==> src/rtl/snc_pkg.sv <==
package snc_pkg;

    localparam int ADDR_W = 24;
    localparam int LEN_W  = 13;
    localparam int CNT_W  = 8;
    localparam int UPC_W  = 5;

    localparam int PAGE_BYTES        = 256;
    localparam int PAGE_BITS         = $clog2(PAGE_BYTES);
    localparam int MAX_FRAME_DATA    = 252;
    localparam int SECTOR_BYTES      = 4096;
    localparam int MAX_REQUEST_BYTES = 4096;
    localparam int MAX_READ_FRAMES   = 17;
    localparam int RDCNT_W           = $clog2(MAX_READ_FRAMES + 1);

    localparam logic [7:0] OP_WREN    = 8'h06;
    localparam logic [7:0] OP_RDSR1   = 8'h05;
    localparam logic [7:0] OP_PROGRAM = 8'h02;
    localparam logic [7:0] OP_ERASE4K = 8'h20;
    localparam logic [7:0] OP_READ    = 8'h03;

    typedef enum logic [1:0] {
        K_READ, K_WRITE, K_ERASE, K_STATUS
    } t_kind;

    typedef enum logic [1:0] {
        PH_IDLE, PH_WRITING, PH_ERASING
    } t_phase;

    typedef enum logic [1:0] {
        RC_FRAME, RC_DONE, RC_REJECT
    } t_rcode;

    typedef enum logic [2:0] {
        OPS_NONE, OPS_WREN, OPS_RDSR, OPS_XFER, OPS_READ
    } t_op_sel;

    typedef enum logic [1:0] {
        LAST_NO, LAST_YES, LAST_READ
    } t_last_sel;

    typedef enum logic [2:0] {
        ACT_NONE, ACT_LOAD_REQ, ACT_LOAD_READ, ACT_READ_STEP, ACT_ADVANCE, ACT_GO_IDLE
    } t_act;

    typedef enum logic [3:0] {
        C_NEVER, C_ALWAYS, C_IS_STATUS, C_ACTIVE, C_LEN_ZERO, C_IS_READ,
        C_IDLE, C_BUSY_BIT, C_LEFT_NZ, C_READ_MORE
    } t_cond;

    typedef struct packed {
        logic             emit;
        t_op_sel          op;
        t_rcode           code;
        t_last_sel        last_sel;
        t_act             act;
        t_cond            cond;
        logic [UPC_W-1:0] target;
        logic             fin;
    } t_uword;

    // Program entry points
    localparam logic [UPC_W-1:0] UA_DISPATCH  = 5'd0;
    localparam logic [UPC_W-1:0] UA_LOAD_READ = 5'd5;
    localparam logic [UPC_W-1:0] UA_READ      = 5'd6;
    localparam logic [UPC_W-1:0] UA_REJECT    = 5'd7;
    localparam logic [UPC_W-1:0] UA_DONE      = 5'd8;
    localparam logic [UPC_W-1:0] UA_STATUS    = 5'd9;
    localparam logic [UPC_W-1:0] UA_CHUNK     = 5'd13;
    localparam logic [UPC_W-1:0] UA_POLL      = 5'd15;
    localparam logic [UPC_W-1:0] UA_END       = 5'd16;

    function automatic t_uword uw_make(logic emit, t_op_sel op, t_rcode code,
                                       t_last_sel last_sel, t_act act, t_cond cond,
                                       logic [UPC_W-1:0] target, logic fin);
        t_uword w;
        w.emit     = emit;
        w.op       = op;
        w.code     = code;
        w.last_sel = last_sel;
        w.act      = act;
        w.cond     = cond;
        w.target   = target;
        w.fin      = fin;
        return w;
    endfunction

    // Control store: a taken jump wins, else fin ends the program, else step on.
    function automatic t_uword ucode(logic [UPC_W-1:0] pc);
        t_uword w;
        w = uw_make(1'b0, OPS_NONE, RC_FRAME, LAST_NO, ACT_NONE, C_NEVER, UA_END, 1'b1);
        case (pc)
            5'd0: w = uw_make(1'b0, OPS_NONE, RC_FRAME, LAST_NO, ACT_NONE,
                              C_IS_STATUS, UA_STATUS, 1'b0);
            5'd1: w = uw_make(1'b0, OPS_NONE, RC_FRAME, LAST_NO, ACT_NONE,
                              C_ACTIVE, UA_REJECT, 1'b0);
            5'd2: w = uw_make(1'b0, OPS_NONE, RC_FRAME, LAST_NO, ACT_NONE,
                              C_LEN_ZERO, UA_DONE, 1'b0);
            5'd3: w = uw_make(1'b0, OPS_NONE, RC_FRAME, LAST_NO, ACT_NONE,
                              C_IS_READ, UA_LOAD_READ, 1'b0);
            5'd4: w = uw_make(1'b0, OPS_NONE, RC_FRAME, LAST_NO, ACT_LOAD_REQ,
                              C_ALWAYS, UA_CHUNK, 1'b0);
            5'd5: w = uw_make(1'b0, OPS_NONE, RC_FRAME, LAST_NO, ACT_LOAD_READ,
                              C_NEVER, UA_END, 1'b0);
            5'd6: w = uw_make(1'b1, OPS_READ, RC_FRAME, LAST_READ, ACT_READ_STEP,
                              C_READ_MORE, UA_READ, 1'b1);
            5'd7: w = uw_make(1'b1, OPS_NONE, RC_REJECT, LAST_YES, ACT_NONE,
                              C_NEVER, UA_END, 1'b1);
            5'd8: w = uw_make(1'b1, OPS_NONE, RC_DONE, LAST_YES, ACT_NONE,
                              C_NEVER, UA_END, 1'b1);
            5'd9: w = uw_make(1'b0, OPS_NONE, RC_FRAME, LAST_NO, ACT_NONE,
                              C_IDLE, UA_END, 1'b0);
            5'd10: w = uw_make(1'b0, OPS_NONE, RC_FRAME, LAST_NO, ACT_NONE,
                               C_BUSY_BIT, UA_POLL, 1'b0);
            5'd11: w = uw_make(1'b0, OPS_NONE, RC_FRAME, LAST_NO, ACT_NONE,
                               C_LEFT_NZ, UA_CHUNK, 1'b0);
            5'd12: w = uw_make(1'b1, OPS_NONE, RC_DONE, LAST_YES, ACT_GO_IDLE,
                               C_NEVER, UA_END, 1'b1);
            5'd13: w = uw_make(1'b1, OPS_WREN, RC_FRAME, LAST_NO, ACT_NONE,
                               C_NEVER, UA_END, 1'b0);
            5'd14: w = uw_make(1'b1, OPS_XFER, RC_FRAME, LAST_NO, ACT_ADVANCE,
                               C_NEVER, UA_END, 1'b0);
            5'd15: w = uw_make(1'b1, OPS_RDSR, RC_FRAME, LAST_YES, ACT_NONE,
                               C_NEVER, UA_END, 1'b1);
            5'd16: w = uw_make(1'b0, OPS_NONE, RC_FRAME, LAST_NO, ACT_NONE,
                               C_NEVER, UA_END, 1'b1);
            default: w = uw_make(1'b0, OPS_NONE, RC_FRAME, LAST_NO, ACT_NONE,
                                 C_NEVER, UA_END, 1'b1);
        endcase
        return w;
    endfunction

endpackage

==> src/rtl/spi_nor_command_sequencer.sv <==
// SPI NOR command sequencer.
// Slave channel: one beat per request or returned status byte. tuser carries the
// kind (read, write, erase, status); tdata carries address, length and status.
// Master channel: one beat per result, a frame descriptor or a done / rejected
// note; tlast marks the final result caused by an input beat.
// Each input beat runs a short microprogram, one control word per cycle while
// the output is free; steps that emit a result wait for the output register.
// A write or erase request gives three frames, and a read gives one frame per
// chunk, up to 17 for a 4 KiB read. The microprogram holds off new input:
// o_s_tready is high only between programs.
// A status beat that arrives while no write or erase runs gives no result.
// A stalled receiver holds the output register and freezes the program at its
// next emitting step; nothing is dropped.
// Reset (synchronous, active low) returns to idle with no request in flight
// and drops any pending result.
module spi_nor_command_sequencer (
    input  logic        i_clk,
    input  logic        i_rst_n,
    input  logic        i_s_tvalid,
    output logic        o_s_tready,
    input  logic [47:0] i_s_tdata,  // start_address[23:0], byte_length[36:24],
                                    // status_byte[44:37], zero pad
    input  logic [1:0]  i_s_tuser,  // kind[1:0]
    output logic        o_m_tvalid,
    input  logic        i_m_tready,
    output logic [39:0] o_m_tdata,  // opcode[7:0], frame_address[31:8],
                                    // data_count[39:32]
    output logic [2:0]  o_m_tuser,  // expects_status[0], result_code[2:1]
    output logic        o_m_tlast
);

    localparam int AW = snc_pkg::ADDR_W;
    localparam int LW = snc_pkg::LEN_W;
    localparam int CW = snc_pkg::CNT_W;
    localparam int PW = snc_pkg::UPC_W;
    localparam int RW = snc_pkg::RDCNT_W;

    // Sequencer control
    logic               r_run, n_run;
    logic [PW-1:0]      r_upc, n_upc;
    // Latched input beat
    snc_pkg::t_kind     r_kind, n_kind;
    logic [AW-1:0]      r_req_addr, n_req_addr;
    logic [LW-1:0]      r_len, n_len;
    logic               r_busy_bit, n_busy_bit;
    // Datapath state
    snc_pkg::t_phase    r_phase, n_phase;
    logic [AW-1:0]      r_addr, n_addr;
    logic [LW-1:0]      r_left, n_left;
    logic [RW-1:0]      r_rd_cnt, n_rd_cnt;
    // Output register
    logic               r_out_valid, n_out_valid;
    logic [7:0]         r_out_opcode, n_out_opcode;
    logic [AW-1:0]      r_out_addr, n_out_addr;
    logic [CW-1:0]      r_out_count, n_out_count;
    logic               r_out_status, n_out_status;
    snc_pkg::t_rcode    r_out_code, n_out_code;
    logic               r_out_last, n_out_last;

    snc_pkg::t_uword    uw;
    logic               out_free, step_go, cond_hit, read_more, accept;
    logic [LW-1:0]      in_len, rsize, pg_room, wsize, esize;
    logic [7:0]         fr_opcode;
    logic [AW-1:0]      fr_addr;
    logic [CW-1:0]      fr_count;
    logic               fr_status, fr_last;

    assign uw       = snc_pkg::ucode(r_upc);
    assign out_free = !r_out_valid || i_m_tready;
    assign step_go  = r_run && (!uw.emit || out_free);
    assign accept   = i_s_tvalid && !r_run;
    assign in_len   = i_s_tdata[36:24];

    // Chunk sizes from the running address and remaining length
    always_comb begin
        rsize   = (r_left > LW'(snc_pkg::MAX_FRAME_DATA)) ?
                  LW'(snc_pkg::MAX_FRAME_DATA) : r_left;
        pg_room = LW'(snc_pkg::PAGE_BYTES) - LW'(r_addr[snc_pkg::PAGE_BITS-1:0]);
        wsize   = (rsize > pg_room) ? pg_room : rsize;
        esize   = (r_left > LW'(snc_pkg::SECTOR_BYTES)) ?
                  LW'(snc_pkg::SECTOR_BYTES) : r_left;
        read_more = (r_left != rsize) &&
                    (r_rd_cnt != RW'(snc_pkg::MAX_READ_FRAMES - 1));
    end

    always_comb begin
        case (uw.cond)
            snc_pkg::C_NEVER:     cond_hit = 1'b0;
            snc_pkg::C_ALWAYS:    cond_hit = 1'b1;
            snc_pkg::C_IS_STATUS: cond_hit = (r_kind == snc_pkg::K_STATUS);
            snc_pkg::C_ACTIVE:    cond_hit = (r_phase != snc_pkg::PH_IDLE);
            snc_pkg::C_LEN_ZERO:  cond_hit = (r_len == '0);
            snc_pkg::C_IS_READ:   cond_hit = (r_kind == snc_pkg::K_READ);
            snc_pkg::C_IDLE:      cond_hit = (r_phase == snc_pkg::PH_IDLE);
            snc_pkg::C_BUSY_BIT:  cond_hit = r_busy_bit;
            snc_pkg::C_LEFT_NZ:   cond_hit = (r_left != '0);
            snc_pkg::C_READ_MORE: cond_hit = read_more;
            default:              cond_hit = 1'b0;
        endcase
    end

    // Frame fields for the current step
    always_comb begin
        fr_opcode = 8'h00;
        fr_addr   = '0;
        fr_count  = '0;
        fr_status = 1'b0;
        case (uw.op)
            snc_pkg::OPS_WREN: begin
                fr_opcode = snc_pkg::OP_WREN;
            end
            snc_pkg::OPS_RDSR: begin
                fr_opcode = snc_pkg::OP_RDSR1;
                fr_count  = CW'(1);
                fr_status = 1'b1;
            end
            snc_pkg::OPS_XFER: begin
                fr_addr = r_addr;
                if (r_phase == snc_pkg::PH_WRITING) begin
                    fr_opcode = snc_pkg::OP_PROGRAM;
                    fr_count  = wsize[CW-1:0];
                end else begin
                    fr_opcode = snc_pkg::OP_ERASE4K;
                end
            end
            snc_pkg::OPS_READ: begin
                fr_opcode = snc_pkg::OP_READ;
                fr_addr   = r_addr;
                fr_count  = rsize[CW-1:0];
            end
            default: begin
                fr_opcode = 8'h00;
            end
        endcase
        case (uw.last_sel)
            snc_pkg::LAST_NO:   fr_last = 1'b0;
            snc_pkg::LAST_YES:  fr_last = 1'b1;
            snc_pkg::LAST_READ: fr_last = !read_more;
            default:            fr_last = 1'b0;
        endcase
    end

    always_comb begin
        n_run        = r_run;
        n_upc        = r_upc;
        n_kind       = r_kind;
        n_req_addr   = r_req_addr;
        n_len        = r_len;
        n_busy_bit   = r_busy_bit;
        n_phase      = r_phase;
        n_addr       = r_addr;
        n_left       = r_left;
        n_rd_cnt     = r_rd_cnt;
        n_out_valid  = r_out_valid && !i_m_tready;
        n_out_opcode = r_out_opcode;
        n_out_addr   = r_out_addr;
        n_out_count  = r_out_count;
        n_out_status = r_out_status;
        n_out_code   = r_out_code;
        n_out_last   = r_out_last;

        // Latch the beat and start the program at dispatch
        if (accept) begin
            n_run      = 1'b1;
            n_upc      = snc_pkg::UA_DISPATCH;
            n_kind     = snc_pkg::t_kind'(i_s_tuser);
            n_req_addr = i_s_tdata[23:0];
            n_len      = (in_len > LW'(snc_pkg::MAX_REQUEST_BYTES)) ?
                         LW'(snc_pkg::MAX_REQUEST_BYTES) : in_len;
            n_busy_bit = i_s_tdata[37];
        end

        if (step_go) begin
            if (cond_hit) begin
                n_upc = uw.target;
            end else if (uw.fin) begin
                n_run = 1'b0;
            end else begin
                n_upc = r_upc + PW'(1);
            end

            case (uw.act)
                snc_pkg::ACT_LOAD_REQ: begin
                    n_phase = (r_kind == snc_pkg::K_WRITE) ?
                              snc_pkg::PH_WRITING : snc_pkg::PH_ERASING;
                    n_addr  = r_req_addr;
                    n_left  = r_len;
                end
                snc_pkg::ACT_LOAD_READ: begin
                    n_addr   = r_req_addr;
                    n_left   = r_len;
                    n_rd_cnt = '0;
                end
                snc_pkg::ACT_READ_STEP: begin
                    n_addr   = r_addr + AW'(rsize);
                    n_left   = r_left - rsize;
                    n_rd_cnt = r_rd_cnt + RW'(1);
                end
                snc_pkg::ACT_ADVANCE: begin
                    if (r_phase == snc_pkg::PH_WRITING) begin
                        n_addr = r_addr + AW'(wsize);
                        n_left = r_left - wsize;
                    end else begin
                        n_addr = r_addr + AW'(snc_pkg::SECTOR_BYTES);
                        n_left = r_left - esize;
                    end
                end
                snc_pkg::ACT_GO_IDLE: begin
                    n_phase = snc_pkg::PH_IDLE;
                end
                default: begin
                    n_phase = r_phase;
                end
            endcase

            if (uw.emit) begin
                n_out_valid  = 1'b1;
                n_out_opcode = fr_opcode;
                n_out_addr   = fr_addr;
                n_out_count  = fr_count;
                n_out_status = fr_status;
                n_out_code   = uw.code;
                n_out_last   = fr_last;
            end
        end
    end

    always_ff @(posedge i_clk) begin
        if (!i_rst_n) begin
            r_run       <= 1'b0;
            r_upc       <= '0;
            r_phase     <= snc_pkg::PH_IDLE;
            r_addr      <= '0;
            r_left      <= '0;
            r_rd_cnt    <= '0;
            r_out_valid <= 1'b0;
        end else begin
            r_run       <= n_run;
            r_upc       <= n_upc;
            r_phase     <= n_phase;
            r_addr      <= n_addr;
            r_left      <= n_left;
            r_rd_cnt    <= n_rd_cnt;
            r_out_valid <= n_out_valid;
        end
    end

    always_ff @(posedge i_clk) begin
        r_kind       <= n_kind;
        r_req_addr   <= n_req_addr;
        r_len        <= n_len;
        r_busy_bit   <= n_busy_bit;
        r_out_opcode <= n_out_opcode;
        r_out_addr   <= n_out_addr;
        r_out_count  <= n_out_count;
        r_out_status <= n_out_status;
        r_out_code   <= n_out_code;
        r_out_last   <= n_out_last;
    end

    assign o_s_tready = !r_run;
    assign o_m_tvalid = r_out_valid;
    assign o_m_tdata  = {r_out_count, r_out_addr, r_out_opcode};
    assign o_m_tuser  = {r_out_code, r_out_status};
    assign o_m_tlast  = r_out_last;

endmodule

==> config.mk <==
export PLATFORM = sky130hd
export DESIGN_NAME = spi_nor_command_sequencer
export DESIGN_NICKNAME = d
export VERILOG_FILES = /design/src/rtl/snc_pkg.sv /design/src/rtl/spi_nor_command_sequencer.sv
export SDC_FILE = /design/constraint.sdc
export NUM_CORES = 1
export LEC_CHECK = 0
export BUFFER_PORTS_ARGS = -buffer_cell sky130_fd_sc_hd__buf_2
export CAP_MARGIN = 20
export CORE_ASPECT_RATIO = 2
export CORE_UTILIZATION = 59
export DETAILED_ROUTE_END_ITERATION = 12
export GPL_TIMING_DRIVEN = 0
export PLACE_DENSITY = 0.8
export RECOVER_POWER = 100
export SYNTH_ARGS = -nofsm -noshare
export SYNTH_HDL_FRONTEND = slang
export SYNTH_SLANG_ARGS = --single-unit
export TNS_END_PERCENT = 10
==> constraint.sdc <==
create_clock -name i_clk -period 5.8 [get_ports i_clk]
set_clock_uncertainty 0.05 [all_clocks]
set_input_delay 1.16 -clock i_clk [delete_from_list [all_inputs] [get_ports i_clk]]
set_output_delay 1.16 -clock i_clk [all_outputs]
set_load 0.02 [all_outputs]
Word-level counts from Yosys, hierarchy flattened
Memories as Yosys holds them, arrays and structs flattened. A register that Yosys moved wholly into a read port is not among the register bits.
Cells that the tools add are included.
{ "word_totals": {"reg_bits": 135, "romBits": 672, "in_bits": 54, "output_inout_bits": 46, "mem_count": 1} }
{ "mem_list": {"columns": ["memory", "depth", "word_bits", "read_ports", "rd_clocked_by_memory_dff", "wr", "line", "rtl"], "rows": [
  ["(name not given)", 32, 21, 1, 1, 0, "snc_pkg.sv:92", "case (pc)"]
]} }
{ "op_classes": {"addsub": 9, "n_lt_le_gt_ge": 4, "n_eq_ne": 25, "n_mux": 28, "reduce_logical": 25} }
{ "ops": {"columns": ["cell", "n"], "rows": [
  ["24-bit case mux with 3 select lines", 1],
  ["13-bit two-way mux", 4],
  ["24-bit by 13-bit adder with 24-bit output", 2],
  ["13-bit case mux with 3 select lines", 1],
  ["13-bit subtractor", 3],
  ["13-bit > comparator (second input constant)", 2],
  ["5-bit two-way mux", 5],
  ["24-bit by 13-bit adder with 24-bit output (second input constant)", 1],
  ["24-bit two-way mux", 1],
  ["6-bit case mux with 4 select lines", 1],
  ["8-bit case mux with 3 select lines", 1],
  ["4-bit by 3-bit == test with 1-bit output (second input constant)", 4],
  ["13-bit > comparator", 1],
  ["13-bit by 8-bit > comparator with 1-bit output (second input constant)", 1],
  ["13-bit zero test", 1],
  ["13-bit inequality test", 1],
  ["13-bit nonzero test", 1],
  ["3-bit by 2-bit == test with 1-bit output (second input constant)", 4],
  ["5-bit by 1-bit adder with 5-bit output (second input constant)", 2],
  ["5-bit case mux with 2 select lines", 1],
  ["9-bit by 8-bit subtractor with 10-bit output (first input constant)", 1],
  ["3-bit == test (second input constant)", 3],
  ["1-bit case mux with 9 select lines", 1],
  ["4-bit by 2-bit == test with 1-bit output (second input constant)", 2],
  ["20 further kinds", 46]
]} }

Depth between registers and ports, before layout
Gate-level depths: netlist of the first run.
{ "depth": {"word_depth": 8, "mapped_depth": 26, "ltp_nobuf": 24} }

Least setup slack after synthesis of the first run
Ideal clock, no wire load.
{ "synth_path": {"path_kind": "register to register", "start": "reg r_left[8]", "end": "reg r_addr[18]", "t_arrival_ps": 5157, "path_slack_ps": 473, "path_stages_with_launch": 25, "synth_period_minus_slack_ps": 5327, "path_cell_list": "dfxtp_1 -> buf_6 -> nor4_4 -> nand2_1 -> nor2_1 -> and2_1 -> ha_1 -> nor2b_1 -> o21a_1 -> o21a_1 -> o21ai_0 -> a211o_1 -> a21oi_1 -> clkbuf_1 -> clkbuf_1 -> nand2_1 -> o21a_1 -> fa_1 -> nand2b_1 -> a211oi_1 -> o2111ai_1 -> a21oi_1 -> o21ai_0 -> a41o_1 -> o31a_1"} }
{ "synth_between": {"elab_chain_len": 7, "elab_cells_between_ends": 8, "cone_classes": "2 x add/sub; 2 x order compare; 4 x mux"} }
{ "synth_rtl": {"columns": ["item", "line", "rtl"], "rows": [
  ["start, declared", "spi_nor_command_sequencer.sv:49", "logic [LW-1:0] r_left, n_left;"],
  ["start signal, assigned", "spi_nor_command_sequencer.sv:242", "r_left <= n_left;"],
  ["13-bit by 8-bit > comparator with 1-bit output", "spi_nor_command_sequencer.sv:76", "rsize = (r_left > LW'(snc_pkg::MAX_FRAME_DATA)) ?"],
  ["13-bit two-way mux *", "spi_nor_command_sequencer.sv:76", null],
  ["13-bit > comparator", "spi_nor_command_sequencer.sv:79", "wsize = (rsize > pg_room) ? pg_room : rsize;"],
  ["13-bit two-way mux", "spi_nor_command_sequencer.sv:79", null],
  ["24-bit by 13-bit adder with 24-bit output", "spi_nor_command_sequencer.sv:201", "n_addr = r_addr + AW'(wsize);"],
  ["24-bit two-way mux", "spi_nor_command_sequencer.sv:200", "if (r_phase == snc_pkg::PH_WRITING) begin"],
  ["24-bit case mux with 3 select lines *", "spi_nor_command_sequencer.sv:182", "case (uw.act)"],
  ["end signal, assigned", "spi_nor_command_sequencer.sv:241", "r_addr <= n_addr;"],
  ["end, declared", "spi_nor_command_sequencer.sv:48", "logic [AW-1:0] r_addr, n_addr;"]
]} }
Every way passes the cells marked *; elsewhere a longest branch is shown, timed or not.
A chain may end at the register's enable or synchronous reset.

Worst setup path after layout of the first run
{ "layout_path": {"start": "reg r_left[1]", "end": "reg r_addr[18]"} }
The elaborated chain is that of the path after synthesis.

==> results of run 1 <==
-- power by group through the flow --
stage / registers [mW] / clock network [mW] / logic, mW
6_report: 1.29 / 1.08 / 1.51
3_5_place_dp: 1.30 / 0 / 1.40
3_3_place_gp: 1.30 / 0 / 1.37
2_1_floorplan: 1.29 / 0 / 1.04
4_1_cts: 1.28 / 1.07 / 1.42
5_1_grt: 1.30 / 1.11 / 1.63
-- cell families after synthesis --
group / synth area share (%)
AND/OR/NAND/NOR: 18.3
AO/OA/AOI/OAI: 22.5
flip-flops: 39.8
buffers and inverters: 4.34
adder cells (fa/ha/maj): 8.70
XOR/XNOR: 4.65
multiplexers: 1.63
other: 0.0782
-- worst register-to-register path, cell delays in order, from the launching register on --
cell       delay (ns)
dfxtp_1          0.41
clkbuf_4         0.25
nor2_1           0.11
nor3_2           0.27
nor2_4           0.08
and2_1           0.20
ha_1             0.30
nor2b_1          0.13
o21a_1           0.12
o21a_1           0.11
o21ai_0          0.07
a211o_1          0.29
a21oi_1          0.17
buf_6            0.20
mux2i_2          0.28
ha_1             0.25
inv_1            0.07
fa_1             0.41
nand2b_1         0.23
a211oi_2         0.34
o2111ai_2        0.24
a21oi_4          0.26
o21ai_0          0.16
a41o_1           0.27
o31a_1           0.27
-- how the worst max path moves through the flow --
stage	slack, ns	to	start	cells past startpoint
6_report	0.16	r_addr[18]$_SDFFE_PN0P_	r_left[1]$_SDFFE_PN0P_	24
3_5_place_dp	-0.64	r_addr[18]$_SDFFE_PN0P_	r_left[8]$_SDFFE_PN0P_	24
4_1_cts	0.001	r_addr[18]$_SDFFE_PN0P_	r_left[8]$_SDFFE_PN0P_	24
5_1_grt	-0.16	r_addr[18]$_SDFFE_PN0P_	r_left[1]$_SDFFE_PN0P_	24
3_3_place_gp	-0.56	r_addr[18]$_SDFFE_PN0P_	r_left[8]$_SDFFE_PN0P_	24
2_1_floorplan	0.47	r_addr[18]$_SDFFE_PN0P_	r_left[8]$_SDFFE_PN0P_	24
-- timing repair --
| action | CTS | global route |
|---|---|---|
| buffers inserted | 0 | 4 |
| hold buffers | 0 | 0 |
| endpoints found under the setup margin | 17 | 14 |
| pin swaps | 0 | 5 |
| resized for setup | 6 | 22 |
-- registers in the layout, indices dropped and copies added, names as in the netlist, 2 cells and up --
name and cells:
r_addr 24, r_kind 2, r_left 13, r_len 13
r_out_addr 24, r_out_code 2, r_out_count 8, r_out_opcode 4
r_phase 2, r_rd_cnt 5, r_req_addr 24, r_upc 5
uw 20
-- per-stage QoR --
stage               std cells  setup WS, ns  util, %  total power, mW  TNS (ns)
finish                   1384         0.163     69.6             3.87         0
global route             1384        -0.161     69.6             4.04    -0.493
CTS                      1380       0.00128     68.9             3.77         0
detailed placement       1349        -0.636     65.3             2.70     -5.69
global placement         1348        -0.562     65.2             2.67     -4.50
floorplan                1062         0.473        -             2.33         0
-- cells in the final DEF (no fill, tap or decap), drive strengths merged, types with 17 or more instances in the layout --
master  synthesis  final
o21a           19     19
o21ai          74     74
xor2           18     18
a21oi          82     82
nor2b          42     42
clkbuf         44     68
xnor2          33     33
a31oi          20     20
nor3           23     23
nand3          27     27
edfxtp         80     80
inv            44     46
nand2          77     77
nor2           79     79
dfxtp          71     71
ha             62     62
buf            12    101
a22oi          17     17
-- metal layers --
layer	vias to the layer above	wire, um	track usage [%]
met3	173	1740	6.88
met2	459	15600	66.2
met5	-	0	0
li1	4145	-	-
met1	4218	9850	35.3
met4	0	2580	30.8
-- layout make-up --
type / count / area share, %
flip-flops and latches: 151 / 34.6
repair buffers: 90 / 4.15
inverters: 44 / 1.50
well taps: 201 / 2.28
plain buffers: 56 / 2.38
multi-input cells: 811 / 50.0
clock inverters: 8 / 0.567
clock buffers: 23 / 4.52
==> summary.txt, run 1 <==
Run status
  – Status: finished with violations
  – Failing checks: capacitance limit, slew limit

Yosys
  – Count leader, synth: a21oi_1
  – Post-Syn Instances: 1049
  – Post-synth ARST share: 0%
  – Yosys top cell area share: 25.0%
  – Number of flops mapped to enable cells by yosys: 80
  – Syn Area/Cell: 9.16 um2
  – Sequential share of the synthesized area: 39.8%
  – Distinct cells, synth: 83
  – Post-synth top cells: 82 x a21oi_1, 80 x edfxtp_1, 78 x nor2_1
  – Leading area contributor after synthesis: edfxtp_1
  – Largest cells by area after synthesis: edfxtp_1 25%, dfxtp_1 15%, ha_1 8.1%
  – Synth Flop Type: edfxtp_1
  – Seq cells post-synth: 151
  – Yosys warnings: 0
  – Mapped Area: 9610 um2

Floorplan
  – Die Ht: 182 um
  – Ports: 100
  – Die area: 16800 um2
  – Core Rows: 65
  – Core Area: 15900 um2
  – Initial Util: 60.6%
  – Overall die width: 92.2 um

Final layout
  – Nets@finish: 1290
  – Multi-input gate area: 5520 um2
  – Cell area after layout: 11000 um2
  – FF+latch area: 3820 um2
  – Diode count: 0
  – Area growth, synth to finish: 14.9%
  – Share of layout cells above drive strength 1: 14.4%
  – Fill count: 1307

Detailed routing
  – Via-to-Cell Ratio: 6.50
  – Post-Route WL: 29800 um
  – First DRT Iteration DRCs: 672
  – Drt drc: 0
  – Wire length per cell: 21.5 um
  – 1st-pass router iterations: 5
  – Via Count: 8995
  – Detail Route Antenna Nets: 0

Timing
  – Fmax: 177 MHz
  – Period utilization: 97.2%
  – Pin slew with the least headroom to its limit: 2.25 ns
  – Final setup fails: 0
  – Worst hold margin: 0.354 ns
  – Max-slew violations: 39
  – Worst slew margin: -50.1%
  – RSZ-0062 raised after global routing: yes
  – Hold Fails Final Rpt: 0
  – Post-layout min period: 5.64 ns

Global route
  – Initial antenna violation count: 0
  – First-pass GRT wire length: 46000 um
  – Largest net degree at the start of global routing: 41
  – Vias in the first global route: 8976
  – Grt ovf: 0
  – Total GRT Usage: 36.8%

Worst setup path
  – R2R depth: 24
  – Slowest cell delay on critical path: 0.41 ns
  – CP delay by family, top: compound AO/OA/AOI/OAI gates
  – Internal reg-to-reg setup slack: 0.16 ns
  – Crit path required time: 6.08 ns
  – R2R Path End: r_addr[18]$_SDFFE_PN0P_
  – Worst reg2reg startpoint: r_left[1]$_SDFFE_PN0P_
  – Startpoint types: register
  – Critical Path AT: 5.91 ns
  – Slowest CP cell: dfxtp_1
  – Cells along the critical path: clkbuf_4 -> nor2_1 -> nor3_2 -> nor2_4 -> and2_1 -> ha_1 -> nor2b_1 -> o21a_1 -> o21a_1 -> o21ai_0 -> a211o_1 -> a21oi_1 -> buf_6 -> mux2i_2 -> ha_1 -> inv_1 -> fa_1 -> nand2b_1 -> a211oi_2 -> o2111ai_2 -> a21oi_4 -> o21ai_0 -> a41o_1 -> o31a_1
  – CP Class: register to register
  – Worst Setup End Kind: register
  – Buf/Inv on CP: 3
  – Worst-path fanout max: 10

Min path
  – Hold path startpoint: uw[15]$_SDFF_PP0_
  – Worst Hold Class: register to register
  – Hold Path Depth: 0
  – Worst hold endpoint: r_out_code[0]$_DFFE_PP_

Job
  – MaxCap Viol Count: 1

Power
  – Sw Share: 37.7%
  – Clock power share: 27.8%
  – P_int: 2.41 mW
  – Reported leakage power: 4.42 nW
  – Logic pwr share: 38.9%
  – Peak supply drop: 0.000233 V
  – Sequential power share: 33.3%
  – Power density over the cells: 351 nW/um2
  – Net load switching power: 1.46 mW

Placement
  – Hpwl dp: 22000 um
  – Final GP Congestion: 0.957
  – Placed Area: 10400 um2
  – Port Buffers: 85

Clocking
  – CTS tree: done
  – Clock transition at path regs: 0.06 ns
  – CTS Sinks: 151
  – H-tree levels: 4
  – Clock Tree Buf Depth: 2
  – Clk root buf: clkbuf_16
  – Clk_lat worst skew: 0.45 ns
  – Num CTS Buffers: 17
Power figures use the tool's default switching activity.
==> inputs of run 2 (changes only) <==
- BUFFER_PORTS_ARGS: -buffer_cell sky130_fd_sc_hd__buf_2 -> unset
- DONT_BUFFER_PORTS: unset -> 1
- PLACE_DENSITY: 0.8 -> 0.75
==> run 2 against run 1 <==
Effect of this change: critical path depth is 1 higher; non-clock buffer count is 86 lower; via count is 4.6% lower; register-to-register slack better by 0.05 ns; the run still ends with capacitance limit, slew limit left; first-iteration DRC count is 2.8% lower; setup slack better by 0.045 ns; combinational power is 6% lower; wire length is 4.1% lower; largest cell class unchanged; sequential power hardly changed.
==> summary.txt, run 2 (synthesized netlist as in run 1, its figures left out) <==
Power
  – Peak supply drop: 0.000264 V
  – Total power: 3.88 mW
  – Sequential power share: 33.5%
  – Power density over the cells: 367 nW/um2
  – Net load switching power: 1.42 mW
  – Sw Share: 36.5%
  – Reported leakage power: 4.08 nW
  – P_int: 2.47 mW
  – Logic pwr share: 36.6%
  – Clock power share: 29.9%

Worst setup path
  – Crit path required time: 6.04 ns
  – Worst reg2reg startpoint: r_left[1]$_SDFFE_PN0P_
  – Worst Setup End Kind: register
  – CP Class: register to register
  – Critical Path AT: 5.83 ns
  – Source of the critical timing path: r_left[1]$_SDFFE_PN0P_
  – Worst-path fanout max: 10
  – Startpoint types: register

Placement
  – Hpwl dp: 21600 um
  – Port Buffers: 0
  – Final GP Congestion: 0.975
  – Inst Count DP: 1265

Final layout
  – Area growth, synth to finish: 10.2%
  – Share of layout cells above drive strength 1: 7.29%
  – Most frequent cells in the layout: 80 x a21oi_1, 80 x edfxtp_1, 77 x nor2_1
  – Regs by FF count: r_addr x24, r_out_addr x24, r_req_addr x24
  – Finished Layout Cells: 1299
  – Diode count: 0
  – Fill count: 1308
  – Nets@finish: 1204

Job
  – MaxCap Viol Count: 2

Detailed routing
  – Via Count: 8580
  – Detail Route Antenna Nets: 0
  – First DRT Iteration DRCs: 653
  – Via-to-Cell Ratio: 6.61
  – Wire length per cell: 22.0 um
  – Drt drc: 0
  – Post-Route WL: 28600 um
  – 1st-pass router iterations: 6

Timing
  – Post-layout min period: 5.59 ns
  – Max-slew violations: 67
  – Fmax: 179 MHz
  – Period utilization: 96.4%
  – Hold Fails Final Rpt: 0
  – Final setup fails: 0
  – Worst slew margin: -51.7%
  – Pin slew with the least headroom to its limit: 2.28 ns
  – Setup TNS Final: 0 ns

Floorplan
  – Initial Util: 60.6%
  – Die area: 16800 um2
  – Core Area: 15900 um2
  – Die Ht: 182 um
  – Overall die width: 92.2 um
  – Ports: 100
  – Core Rows: 65

Clocking
  – CTS Sinks: 151
  – Clock transition at path regs: 0.07 ns
  – Clk_lat worst skew: 0.44 ns
  – H-tree levels: 4
  – CTS tree: done
  – Num CTS Buffers: 17
  – Clock Tree Buf Depth: 2
  – Clk root buf: clkbuf_16

Min path
  – Worst Hold Class: register to register
  – Hold path startpoint: uw[15]$_SDFF_PP0_

Global route
  – Largest net degree at the start of global routing: 41
  – Total GRT Usage: 34.5%
  – Vias in the first global route: 8467
  – First-pass GRT wire length: 43400 um
  – Grt ovf: 0
  – Initial antenna violation count: 0

Run status
  – Status: finished with violations
  – Failing checks: capacitance limit, slew limit
[run 2: changes by cell type in the layout (fill, tap and decap cells not counted), sizes merged]
| cell | before | now |
|---|---|---|
| clkbuf | 68 | 66 |
| bufinv | 0 | 3 |
| buf | 101 | 13 |
| clkinv | 3 | 5 |
| inv | 46 | 49 |
| clkinvlp | 3 | 0 |
[run 2: layout make-up]
type	count	area [um2]	share of cell area [%]
Multi-Input combinational cell	811	5450	51.5
Timing Repair Buffer	4	22.5	0.213
Tap cell	201	251	2.38
Clock inverter	13	165	1.56
Buffer	56	259	2.45
Inverter	44	165	1.56
Sequential cell	151	3830	36.2
Clock buffer	19	443	4.18
[run 2: power by group through the flow]
stage               logic, mW  registers [mW]  clock network (mW)
floorplan                1.04            1.29                   0
global placement         1.34            1.32                   0
detailed placement       1.36            1.31                   0
CTS                      1.38            1.29                1.16
global route             1.55            1.30                1.19
finish                   1.42            1.30                1.16
[run 2: worst paths after layout]
check	to	slack, ns	cells past startpoint
setup / recovery	r_left[9]$_SDFFE_PN0P_	0.21	25
hold / removal	r_out_code[0]$_DFFE_PP_	0.35	0
setup reg to reg	r_left[9]$_SDFFE_PN0P_	0.21	25
hold reg to reg	r_out_code[0]$_DFFE_PP_	0.35	0
[run 2: per-layer routing]
| metal | vias to the layer above | global-route usage, % | wire, um |
|---|---|---|---|
| met5 | - | 0 | 0 |
| met4 | 0 | 31.6 | 2770 |
| met3 | 159 | 6.25 | 1640 |
| met2 | 426 | 62.5 | 14900 |
| met1 | 4040 | 31.8 | 9270 |
| li1 | 3955 | - | - |
[run 2: stage by stage]
stage	cell area [um2]	hold slack (ns)	setup slack, ns	util [%]
final	10600	0.353	0.209	66.7
after CTS	10600	0.357	0.0218	66.7
after floorplan	9660	0.336	0.473	-
after detailed placement	9950	0.341	-0.608	62.7
after global routing	10600	0.370	-0.0551	66.7
after global placement	9910	0.339	-0.561	62.5
[run 2: critical path: stages (launching register included)]
cell and delay [ns]:
dfxtp_2 0.39, clkbuf_4 0.22, nor2_1 0.10, nor3_2 0.27
nor2_4 0.08, and2_1 0.21, ha_1 0.30, nor2b_1 0.13
o21a_1 0.12, o21a_1 0.10, o21ai_0 0.07, a211o_1 0.29
a21oi_1 0.18, buf_6 0.20, clkbuf_2 0.25, o31ai_1 0.11
a32oi_1 0.38, ha_1 0.32, nor2b_1 0.15, o31a_1 0.33
o211ai_1 0.25, a21oi_1 0.13, nor3_1 0.24, xnor2_1 0.12
a221oi_1 0.34, a21oi_1 0.12
[run 2: repair_timing]
| action | CTS | global route |
|---|---|---|
| gates resized for setup | 7 | 19 |
| setup endpoints to repair | 17 | 13 |
| buffers inserted | 0 | 2 |
| hold buffers | 0 | 0 |
| pin swaps | 0 | 6 |
==> inputs of run 3 (changes only) <==
- RECOVER_POWER: 100 -> unset
==> run 3 against run 2 <==
Effect of this change: the flow now finishes without violations; sequential share of layout area is 0.23 points lower; combinational power hardly changed; sequential power hardly changed; via count is 0.10% higher; count of clock-buffer cells in the layout stayed put; design area is 0.64% higher; clock power hardly changed; die area stayed put; wire length is 0.16% higher; critical endpoint is now r_addr[18]$_SDFFE_PN0P_.
==> summary.txt, run 3 (synthesized netlist as in run 1, its figures left out) <==
Timing
  – Worst slew margin: 43.7%
  – Setup TNS Final: 0 ns
  – Pin slew with the least headroom to its limit: 0.842 ns
  – Hold Fails Final Rpt: 0
  – Post-layout min period: 5.58 ns
  – Final setup fails: 0
  – Period utilization: 96.3%
  – Max-slew violations: 0
  – Fmax: 179 MHz
  – Worst hold margin: 0.353 ns

Floorplan
  – Initial Util: 60.6%
  – Core Rows: 65
  – Core Area: 15900 um2
  – Overall die width: 92.2 um
  – Die Ht: 182 um
  – Die area: 16800 um2
  – Ports: 100

Worst setup path
  – Critical Path AT: 5.85 ns
  – Worst reg2reg startpoint: r_left[1]$_SDFFE_PN0P_
  – Slowest CP cell: fa_1
  – Crit path required time: 6.07 ns
  – Worst-path fanout max: 10
  – Worst Setup End Kind: register
  – Startpoint types: register
  – CP dominant cell by count: o21a_1
  – Cells along the critical path: clkbuf_4 -> nor2_1 -> nor3_2 -> nor2_4 -> and2_1 -> ha_1 -> nor2b_1 -> o21a_1 -> o21a_1 -> o21ai_0 -> a211o_1 -> a21oi_1 -> buf_6 -> mux2i_2 -> ha_2 -> inv_1 -> fa_1 -> nand2b_1 -> a211oi_2 -> o2111ai_2 -> a21oi_2 -> o21ai_1 -> a41o_1 -> o31a_1
  – CP delay by family, top: compound AO/OA/AOI/OAI gates
  – CP Class: register to register
  – Buf/Inv on CP: 3
  – Source of the critical timing path: r_left[1]$_SDFFE_PN0P_
  – Slowest cell delay on critical path: 0.40 ns

Global route
  – Vias in the first global route: 8467
  – Initial antenna violation count: 0
  – First-pass GRT wire length: 43400 um
  – Total GRT Usage: 34.5%
  – Largest net degree at the start of global routing: 41
  – Grt ovf: 0

Detailed routing
  – Detail Route Antenna Nets: 0
  – Drt drc: 0
  – Post-Route WL: 28600 um
  – Wire length per cell: 22.0 um
  – First DRT Iteration DRCs: 739
  – Via-to-Cell Ratio: 6.61
  – Via Count: 8589
  – 1st-pass router iterations: 7

Clocking
  – H-tree levels: 4
  – CTS tree: done
  – CTS Sinks: 151
  – Clk root buf: clkbuf_16
  – Num CTS Buffers: 17
  – Clock Tree Buf Depth: 2
  – Clock transition at path regs: 0.06 ns
  – Clk_lat worst skew: 0.44 ns

Final layout
  – Regs by FF count: r_addr x24, r_out_addr x24, r_req_addr x24
  – Area growth, synth to finish: 10.9%
  – Diode count: 0
  – Share of layout cells above drive strength 1: 8.20%
  – Nets@finish: 1204
  – Most frequent cells in the layout: 80 x a21oi_1, 80 x edfxtp_1, 77 x nor2_1

Placement
  – Final GP Congestion: 0.975
  – Hpwl dp: 21600 um
  – Port Buffers: 0

Run status
  – Status: finished, final reports clean

Power
  – Peak supply drop: 0.000266 V
  – Power density over the cells: 366 nW/um2
  – Reported leakage power: 4.11 nW

Min path
  – Worst Hold Class: register to register
  – Hold path startpoint: uw[15]$_SDFF_PP0_

Job
  – MaxCap Viol Count: 0
## run 3: cell types whose count changed in the layout (fill, tap and decap cells not counted), sizes merged
cell and delta:
buf +3, clkbuf -3
## run 3: metal layers
layer  global-route usage [%]  vias to the layer above  wire [um]
met5                        0                        -          0
met4                     31.6                        0       2740
met3                     6.25                      164       1570
met2                     62.5                      400      15000
met1                     31.8                     4074       9360
li1                         -                     3951          -
## run 3: path summary, 6_finish.rpt
| kind | depth (start not counted) | slack [ns] | to |
|---|---|---|---|
| worst min register to register | 0 | 0.35 | r_out_code[0]$_DFFE_PP_ |
| worst max register to register | 24 | 0.22 | r_addr[18]$_SDFFE_PN0P_ |
| worst max-delay path | 24 | 0.22 | r_addr[18]$_SDFFE_PN0P_ |
| worst min-delay path | 0 | 0.35 | r_out_code[0]$_DFFE_PP_ |
## run 3: area by class of cell
class,count,area [um2]
well taps,201,251
multi-input cells,811,5480
clock buffers,19,443
clock inverters,13,165
fillers,1304,5210
flip-flops and latches,151,3830
plain buffers,56,263
inverters,44,165
repair buffers,4,55.1
## run 3: repair_timing
action                                  in CTS  in global routing
hold buffers                                 0                  0
gates resized for setup                      7                 19
endpoints found under the setup margin      17                 13
setup buffers                                0                  2
pin swaps                                    0                  6
gates cloned                                 0                  0
## run 3: report_power, final
group          switching [mW]  leakage, nW  internal [mW]
combinational           0.871         2.45          0.572
sequential             0.0844         1.35           1.21
clock                   0.466        0.303          0.693
total                    1.42         4.11           2.48
## run 3: metrics by stage
stage | instance area, um2 | utilization, % | cells | total power, mW | setup slack (ns)
2_1_floorplan | 9660 | - | 1062 | 2.33 | 0.473
3_3_place_gp | 9910 | 62.5 | 1263 | 2.65 | -0.561
3_5_place_dp | 9950 | 62.7 | 1265 | 2.68 | -0.608
4_1_cts | 10600 | 66.7 | 1297 | 3.84 | 0.0218
5_1_grt | 10700 | 67.2 | 1299 | 4.07 | -0.0551
6_report | 10700 | 67.2 | 1299 | 3.90 | 0.217
## run 3: worst reg2reg max path, stage by stage (launching register included)
cell	delay, ns
dfxtp_2	0.39
clkbuf_4	0.22
nor2_1	0.10
nor3_2	0.27
nor2_4	0.08
and2_1	0.21
ha_1	0.31
nor2b_1	0.13
o21a_1	0.12
o21a_1	0.10
o21ai_0	0.07
a211o_1	0.29
a21oi_1	0.18
buf_6	0.20
mux2i_2	0.28
ha_2	0.25
inv_1	0.06
fa_1	0.41
nand2b_1	0.23
a211oi_2	0.34
o2111ai_2	0.20
a21oi_2	0.29
o21ai_1	0.14
a41o_1	0.26
o31a_1	0.29
